===== src/hdl/ppp_pkg.sv =====
// Shared types and constants of the perspective point projector.
`default_nettype none
package ppp_pkg;

  // Default fraction bits of world coordinates
  localparam int DEF_COORD_FRAC_BITS = 16;

  // Datapath widths fixed by the field formats
  localparam int COORD_W  = 32;
  localparam int TRIG_W   = 16;
  localparam int DIFF_W   = COORD_W + 1;
  localparam int PROD_W   = DIFF_W + TRIG_W;
  localparam int ROT_W    = PROD_W + 1;
  localparam int TRIG_FRAC = 14;
  localparam int PD_W     = 31;
  localparam int SIZE_W   = 13;
  localparam int SCALE_W  = SIZE_W - 2;
  localparam int CEN_W    = SIZE_W - 1;
  localparam int PDK_W    = PD_W + SCALE_W;
  localparam int PIX_W    = 16;
  localparam int QUO_W    = PIX_W + 1;
  localparam int DIV_LAT  = QUO_W;
  localparam int QUEUE_DEPTH = 2;

  // Configuration register indexes
  localparam int REG_IDX_W = 3;
  localparam logic [REG_IDX_W-1:0] REG_CAMERA_X      = 3'd0;
  localparam logic [REG_IDX_W-1:0] REG_CAMERA_Y      = 3'd1;
  localparam logic [REG_IDX_W-1:0] REG_CAMERA_Z      = 3'd2;
  localparam logic [REG_IDX_W-1:0] REG_YAW_COS       = 3'd3;
  localparam logic [REG_IDX_W-1:0] REG_YAW_SIN       = 3'd4;
  localparam logic [REG_IDX_W-1:0] REG_PLANE_DIST    = 3'd5;
  localparam logic [REG_IDX_W-1:0] REG_IMAGE_WIDTH   = 3'd6;
  localparam logic [REG_IDX_W-1:0] REG_IMAGE_HEIGHT  = 3'd7;

  // Register reset values
  localparam logic [COORD_W-1:0] RST_CAMERA_X = 32'hFFFB_0000;
  localparam logic [COORD_W-1:0] RST_CAMERA_Y = 32'h0000_0000;
  localparam logic [COORD_W-1:0] RST_CAMERA_Z = 32'h0000_0000;
  localparam logic [TRIG_W-1:0]  RST_YAW_COS  = 16'h4000;
  localparam logic [TRIG_W-1:0]  RST_YAW_SIN  = 16'h0000;
  localparam logic [PD_W-1:0]    RST_PLANE_DIST = 31'd196608;
  localparam logic [SIZE_W-1:0]  RST_IMAGE_WIDTH  = 13'd1200;
  localparam logic [SIZE_W-1:0]  RST_IMAGE_HEIGHT = 13'd800;

  // Rotated point handed from the front end to the projection back end
  typedef struct packed {
    logic signed [ROT_W-1:0] rx;
    logic signed [ROT_W-1:0] ry;
    logic signed [ROT_W-1:0] rz;
    logic                    behind;
  } rot_item_t;

  // Per-item flags that ride alongside the dividers
  typedef struct packed {
    logic zero;
    logic behind;
    logic neg_col;
    logic neg_row;
  } proj_flags_t;

endpackage
`default_nettype wire


===== src/hdl/ppp_queue.sv =====
// Short request queue between the front end and the projection back end.
`default_nettype none
module ppp_queue (
  input  wire logic               clk,
  input  wire logic               rst,
  input  wire logic               push,
  input  wire ppp_pkg::rot_item_t push_item,
  output logic                    full,
  output logic                    out_valid,
  output ppp_pkg::rot_item_t      out_item
);

  localparam int PTR_W = (ppp_pkg::QUEUE_DEPTH > 1) ? $clog2(ppp_pkg::QUEUE_DEPTH) : 1;
  localparam int CNT_W = $clog2(ppp_pkg::QUEUE_DEPTH + 1);

  ppp_pkg::rot_item_t mem [0:ppp_pkg::QUEUE_DEPTH-1];
  logic [PTR_W-1:0]   wr_ptr, rd_ptr;
  logic [CNT_W-1:0]   count;
  logic               pop;

  // Back end takes a request every cycle one is waiting
  assign pop       = (count != '0);
  assign out_valid = pop;
  assign out_item  = mem[rd_ptr];
  assign full      = (count == CNT_W'(ppp_pkg::QUEUE_DEPTH));

  // Store requests
  always_ff @(posedge clk) begin
    if (push) begin
      mem[wr_ptr] <= push_item;
    end
  end

  // Advance pointers and count
  always_ff @(posedge clk) begin
    if (rst) begin
      wr_ptr <= '0;
      rd_ptr <= '0;
      count  <= '0;
    end else begin
      if (push) begin
        wr_ptr <= (wr_ptr == PTR_W'(ppp_pkg::QUEUE_DEPTH - 1)) ? '0 : wr_ptr + 1'b1;
      end
      if (pop) begin
        rd_ptr <= (rd_ptr == PTR_W'(ppp_pkg::QUEUE_DEPTH - 1)) ? '0 : rd_ptr + 1'b1;
      end
      if (push && !pop) begin
        count <= count + 1'b1;
      end else if (pop && !push) begin
        count <= count - 1'b1;
      end
    end
  end

endmodule
`default_nettype wire


===== config.mk =====
export PLATFORM = sky130hd
export DESIGN_NAME = ppp_queue
export DESIGN_NICKNAME = d
export VERILOG_FILES = /design/src/hdl/ppp_pkg.sv /design/src/hdl/ppp_queue.sv
export SDC_FILE = /design/constraint.sdc
export NUM_CORES = 1
export LEC_CHECK = 0
export ABC_AREA = 1
export BUFFER_PORTS_ARGS = -buffer_cell sky130_fd_sc_hd__buf_2
export CORE_ASPECT_RATIO = 0.7
export CORE_MARGIN = 8
export CORE_UTILIZATION = 41
export DETAILED_ROUTE_END_ITERATION = 7
export PLACE_DENSITY = 0.68
export SETUP_SLACK_MARGIN = 0.15
export SYNTH_ARGS = -nofsm -noshare
export SYNTH_HDL_FRONTEND = slang
export SYNTH_SLANG_ARGS = --single-unit

===== constraint.sdc =====
create_clock -name clk -period 9.1 [get_ports clk]
set_input_delay 0.91 -clock clk [delete_from_list [all_inputs] [get_ports clk]]
set_output_delay 0.91 -clock clk [all_outputs]
set_load 0.01 [all_outputs]

=== After elaboration in Yosys (flattened, before gate mapping) ===
Memories as Yosys holds them, arrays and structs flattened. A register that Yosys moved wholly into a read port is not among the register bits.
Index checks and enable logic that the tools add are counted.

* Add/sub/neg operators: 4
* Equality and inequality tests: 1
* Mux-type cells: 8
* Reductions and logical operators: 6

{| class="wikitable"
|+ Operators by type and width
! operator !! number
|-
| $mux 1 || 6
|-
| $mux 2 || 2
|-
| $reduce_bool 2->1 || 2
|-
| $add 1x1->1 const B || 2
|-
| $add 2x1->2 const B || 1
|-
| $eq 2x2->1 const B || 1
|-
| $logic_and 1x1->1 || 2
|-
| $logic_not 1->1 || 2
|-
| $sub 2x1->2 const B || 1
|}

* Register bits after elaboration: 4
* Bits in writable memories: 302
* Output and inout bits: 153
* Word-level logic and storage cells: 23
* Memories: 1

{| class="wikitable"
|+ Memory list
! memory !! words !! width !! read ports !! clocked after memory_dff !! wr ports !! RTL line !! source
|-
| mem || 2 || 151 || 1 || 1 || 1 || ppp_queue.sv:16 || <nowiki>ppp_pkg::rot_item_t mem [0:ppp_pkg::QUEUE_DEPTH-1];</nowiki>
|}

=== Logic depth before layout (Yosys ltp) ===
Gate-level depths: netlist of the first run.

* Depth after elaboration: 4
* Gate-level depth with buffers: 8

=== Worst setup path after synthesis of the first run ===
No wires, ideal clock.

* Path type: input-to-reg
* Start point: in push
* End point: mem mem[0][0] (netlist name), enable pin
* Library setup time: 0.668 ns
* Arrival: 7.263 ns
* Slack: 1.169 ns
* Stages: 2
* Path buffers: 0
* Cells stage by stage: inv_1 -> nor2_1

* Word-level cells in the longest chain between the ends: 2

{| class="wikitable"
|+ RTL lines
! what !! RTL line !! source
|-
| start, declared || ppp_queue.sv:6 || <nowiki>input wire logic push,</nowiki>
|-
| $mux 1 || ppp_queue.sv:29 || <nowiki>if (push) begin</nowiki>
|-
| $mux 1 (not written as such) || ppp_queue.sv:30 || <nowiki>mem[wr_ptr] <= push_item;</nowiki>
|-
| end, declared || ppp_queue.sv:16 ||
|}

Every way passes these cells.

==> results.sh, run 1 <==
export IMPL_pwr_share_clk_pct=30.3
export IMPL_route_vias_total=5705
export IMPL_io_buffers=306
export IMPL_gp_congestion=0.727
export IMPL_ys_seq_elements=307
export IMPL_io_pins=307
export IMPL_fin_setup_tns_ns=0
export IMPL_tightest_slew_ns=1.03
export IMPL_gr_usage_all_layers_pct=13.1
export IMPL_power_leakage_nw=5.54
export IMPL_synth_nets=658
export IMPL_place_area_mm2=0.0134
export IMPL_design_area_mm2=0.0143
export IMPL_outcome="completed"
export IMPL_post_cts_resized=0
export IMPL_layout_min_cycle_time_ns=3.65
export IMPL_numCtsBuffers=29
export IMPL_synthCells=503
export IMPL_syn2layout_area_growth_pct=24.4
export IMPL_grt_pass1_wl_um=34500
export IMPL_finalHoldViolations=0
export IMPL_drive_gt1_share_pct=59.8
export IMPL_synth_seq_area_share_pct=79.8
export IMPL_clock_sinks=307
export IMPL_power_density_mw_per_mm2=264
export IMPL_num_rows=51
export IMPL_hp_start="rd_ptr"
export IMPL_clkLatencyLatePin_ns=0.54
export IMPL_skew_ns=0.0120
export IMPL_antenna_found_initial=8
export IMPL_p_comb_share_pct=24.6
export IMPL_final_nets=983
export IMPL_postCtsHoldBufs=0
export IMPL_peakVddDrop_v=0.000167
export IMPL_drv_cap=0
export IMPL_mostFrequentLayoutCells="306 x buf_2, 302 x edfxtp_1, 90 x mux2_4, 61 x mux2_2, 29 x clkbuf_16"
export IMPL_final_common_cell="buf_2"
export IMPL_min_path_type="register to register"
export IMPL_switchingPower_mw=0.983
export IMPL_cp_max_fo=57
export IMPL_synth_top_cell_by_area="edfxtp_1"
export IMPL_relSlewSlack_pct=31.4
export IMPL_crit_required_ns=8.19
export IMPL_critPathLaunchType="register"
export IMPL_cts_buffer_depth=3
export IMPL_clk_pin_slew_ns=0.06
export IMPL_syn_area_mm2=0.0115
export IMPL_seqPwrFrac_pct=45.1
export IMPL_die_width_um=216
export IMPL_grt_pass1_vias=5964
export IMPL_setup_viol=0
export IMPL_die_h_um=156
export IMPL_dr_pass1_iters=4
export IMPL_slew_violations=0
export IMPL_coreArea_mm2=0.0277
export IMPL_start_util_pct=41.5
export IMPL_drc=0
export IMPL_wl_per_cell_um=19.2
export IMPL_die_area_mm2=0.0337
export IMPL_vias_per_cell=4.67
export IMPL_arrival_ns=2.74
export IMPL_drt_iter0_drc=287
export IMPL_synth_top_area_share_pct=79.0
export IMPL_rsz0062_at_grt="false"
export IMPL_cts_tree="built"
export IMPL_cts_setup_buffers=0
export IMPL_totalWireLength_um=23500
export IMPL_ys_warn_count=0
export IMPL_yosysUniqueCellTypes=15
export IMPL_swShare_pct=26.1
export IMPL_rr_startpoint="wr_ptr"
export IMPL_cp_end_kind="output pin"
export IMPL_grt_overflow_total=0
export IMPL_max_freq_mhz=274
export IMPL_syn_area_per_cell_um2=22.8
export IMPL_synth_area_leaders="edfxtp_1 79%, mux2_4 12%, mux2_2 6.0%"
export IMPL_p_int_mw=2.79
export IMPL_postRouteAntennaNets=0
export IMPL_cts_root_buf="clkbuf_16"
export IMPL_period_share_pct=40.2
export IMPL_dp_hpwl_um=16300
export IMPL_grt_max_degree=88
export IMPL_cts_htree_levels=1
export IMPL_path_class="register to output pin"
## per-stage QoR
step	worst slack [ns]	util [%]	std cells	hold slack, ns	power [mW]
after floorplan	1.17	-	503	0.425	2.38
after global placement	5.93	48.3	1168	0.433	2.67
after detailed placement	5.96	48.3	1168	0.429	2.67
after CTS	5.36	51.6	1219	0.442	3.83
after global routing	5.26	51.6	1219	0.491	3.93
final	5.45	51.6	1222	0.448	3.77
## logic make-up after synthesis
kind of cell,Yosys count,share of synthesized area (%)
AO/OA/AOI/OAI,5,0.218
buffers and inverters,26,1.63
flip-flops,307,79.8
adder cells (fa/ha/maj),1,0.109
multiplexers,151,17.7
AND/OR/NAND/NOR,13,0.468
## state kept, by name, summed over array words and instances, names as in the netlist, named ones only
register  count
mem         302
wr_ptr        1
count         2
rd_ptr        1
## cells in the mapped netlist, drive strengths merged
cell / count
a21oi: 3
nand2: 5
dfxtp: 5
buf: 17
nand4: 1
edfxtp: 302
mux2: 151
nor3: 1
nand3: 1
o21ai: 2
nor2: 5
ha: 1
inv: 9
## worst max-delay path, stage by stage (launching register included)
cell and delay, ns:
dfxtp_4 0.72, buf_4 0.90, mux2_2 0.42, buf_2 0.14
## cell type report
cell class                 count  area [um2]
fill                        2295       13400
inverter                       9        38.8
antenna                        3        7.51
timing repair buffer         311        1570
clock buffer                  38         779
multi-input combinational    170        2140
tap                          371         464
clock inverter                13         120
sequential                   307        9170
## routing by layer
metal / track usage (%) / share of wire [%] / vias up
met5: 0 / 0.22 / -
met4: 2.79 / 2.2 / 8
met3: 5.25 / 9.1 / 43
met2: 21.0 / 46 / 221
met1: 16.6 / 43 / 2790
li1: - / - / 2643
## power by group through the flow
stage / Combinational [mW] / Clock (mW) / Sequential, mW
3_5_place_dp: 0.942 / 0 / 1.73
3_3_place_gp: 0.940 / 0 / 1.73
6_report: 0.927 / 1.14 / 1.70
5_1_grt: 0.992 / 1.23 / 1.71
2_1_floorplan: 0.677 / 0 / 1.70
4_1_cts: 0.945 / 1.18 / 1.70
## worst paths after layout
| check | endpoint | slack [ns] | cells after the start |
|---|---|---|---|
| worst min-delay path | register | 0.45 | 1 |
| worst max-delay path | out_item[141] | 5.45 | 3 |
| worst min register to register | register | 0.45 | 1 |
| worst max register to register | mem[1][132] | 6.59 | 3 |
(Power assumes the default switching activity.)
==> run 2, diff against run 1 <==
==> constraint.sdc (replaced) <==
create_clock -name clk -period 3.65 [get_ports clk]
set_input_delay 0.365 -clock clk [delete_from_list [all_inputs] [get_ports clk]]
set_output_delay 0.365 -clock clk [all_outputs]
set_load 0.01 [all_outputs]
==> run 2 against run 1 <==
  * Largest power group unchanged
  * Routed wire length rose by 10%
  * Die area did not move
  * Global-route usage is 1.6 points higher
  * Power grew to 2.7 times the previous value
  * Critical path depth stayed put
  * Combinational power increased to 2.7 times the previous value
  * Sequential share of layout area down 7.0 points
  * Via count is 11% higher
  * Clock-buffer cell count decreased by 3
  * First-iteration DRC count increased by 14%
==> results.sh, run 2 (synthesis gave the netlist of run 1 again) <==
export IMPL_outcome="completed"
export IMPL_cts_tree="built"
export IMPL_critPathLaunchType="register"
export IMPL_slew_violations=0
export IMPL_mostFrequentLayoutCells="306 x buf_2, 302 x edfxtp_1, 150 x dlygate4sd3_1, 90 x mux2_4, 61 x mux2_2"
export IMPL_grt_pass1_vias=6864
export IMPL_fillCellCount=2084
export IMPL_die_h_um=156
export IMPL_crit_required_ns=3.28
export IMPL_drt_iter0_drc=328
export IMPL_cp_end_kind="output pin"
export IMPL_vias_per_cell=4.59
export IMPL_gp_congestion=0.742
export IMPL_relSlewSlack_pct=45.2
export IMPL_drc=0
export IMPL_totalWireLength_um=25900
export IMPL_postRouteAntennaNets=0
export IMPL_worst_slack_ns=0.919
export IMPL_antenna_found_initial=2
export IMPL_pre_cts_ws_ns=1.45
export IMPL_route_vias_total=6337
export IMPL_final_nets=1139
export IMPL_dr_pass1_iters=6
export IMPL_period_share_pct=74.8
export IMPL_die_area_mm2=0.0337
export IMPL_clk_pin_slew_ns=0.06
export IMPL_path_class="register to output pin"
export IMPL_largest_register_ffs=302
export IMPL_num_rows=51
export IMPL_io_pins=307
export IMPL_cts_buffer_depth=3
export IMPL_final_common_cell="buf_2"
export IMPL_power_leakage_nw=6.28
export IMPL_fin_setup_tns_ns=0
export IMPL_drv_cap=0
export IMPL_clock_sinks=307
export IMPL_cp_max_fo=35
export IMPL_start_util_pct=41.5
export IMPL_io_buffers=306
export IMPL_finalHoldViolations=0
export IMPL_grt_overflow_total=0
export IMPL_peakVddDrop_v=0.000451
export IMPL_grt_pass1_wl_um=39000
export IMPL_die_width_um=216
export IMPL_worst_r2r_cell_count=3
export IMPL_clkLatencyLatePin_ns=0.55
export IMPL_rsz0062_at_grt="false"
export IMPL_drive_gt1_share_pct=51.3
export IMPL_syn2layout_area_growth_pct=39.7
export IMPL_min_path_type="primary input to register"
export IMPL_layout_min_cycle_time_ns=2.73
export IMPL_dp_hpwl_um=16900
export IMPL_grt_max_degree=64
export IMPL_cts_htree_levels=1
export IMPL_coreArea_mm2=0.0277
export IMPL_max_freq_mhz=366
export IMPL_holdPathStages=1
export IMPL_setup_viol=0
export IMPL_numCtsBuffers=30
export IMPL_reg_top3="mem x302, count x2"
export IMPL_gr_usage_all_layers_pct=14.7
export IMPL_power_density_mw_per_mm2=624
export IMPL_skew_ns=0.0104
export IMPL_cts_root_buf="clkbuf_16"
export IMPL_top_register="mem"
export IMPL_post_cts_resized=0
export IMPL_wl_per_cell_um=18.8
export IMPL_tightest_slew_ns=0.821
export IMPL_arrival_ns=2.37
## run 2: report_power, final
part	switching (mW)	internal [mW]	total, mW	leakage [nW]
clock network	1.29	1.98	3.27	0.522
logic	1.18	1.33	2.51	2.88
registers	0.131	4.10	4.23	2.88
total	2.60	7.41	10.0	6.28
## run 2: area by class of cell
cell class	count	area [um2]	share of cell area (%)
inverter	9	37.5	0.234
tap	371	464	2.89
multi-input combinational	170	2140	13.3
sequential	307	9170	57.2
antenna	1	2.50	0.0156
clock inverter	21	267	1.66
clock buffer	35	791	4.93
timing repair buffer	466	3170	19.8
## run 2: worst paths after layout
kind                               startpoint       endpoint  slack, ns
worst max-delay path                 register  out_item[142]       0.92
worst min-delay path            push_item[79]     mem[1][79]       0.04
worst max register to register         wr_ptr    mem[1][110]       1.58
worst min register to register         rd_ptr       register       0.44
## run 2: what timing repair did
| item | CTS | global route |
|---|---|---|
| hold endpoints to repair | 299 | 0 |
| buffers inserted | 0 | 0 |
| hold buffers | 150 | 0 |
## run 2: routing by layer
metal | GRT usage, % | vias up | wire (um)
met5 | 0 | - | 8
met4 | 4.30 | 2 | 722
met3 | 5.91 | 49 | 2330
met2 | 23.8 | 233 | 12200
met1 | 18.1 | 3090 | 10600
li1 | - | 2963 | -
## run 2: through the flow
stage / hold WS, ns / util (%) / cells / cell area, um2 / total power [mW]
6_report: 0.0425 / 57.9 / 1380 / 16000 / 10.0
5_1_grt: 0.0120 / 57.9 / 1380 / 16000 / 10.4
4_1_cts: 0.00226 / 57.9 / 1379 / 16000 / 10.1
3_5_place_dp: 0.444 / 48.7 / 1173 / 13500 / 6.71
3_3_place_gp: 0.431 / 48.7 / 1173 / 13500 / 6.68
2_1_floorplan: 0.425 / - / 503 / 11500 / 5.92
## run 2: worst max-delay path: stages (launching register included)
cell	delay, ns
dfxtp_4	0.70
buf_4	0.55
mux2_2	0.40
buf_2	0.14
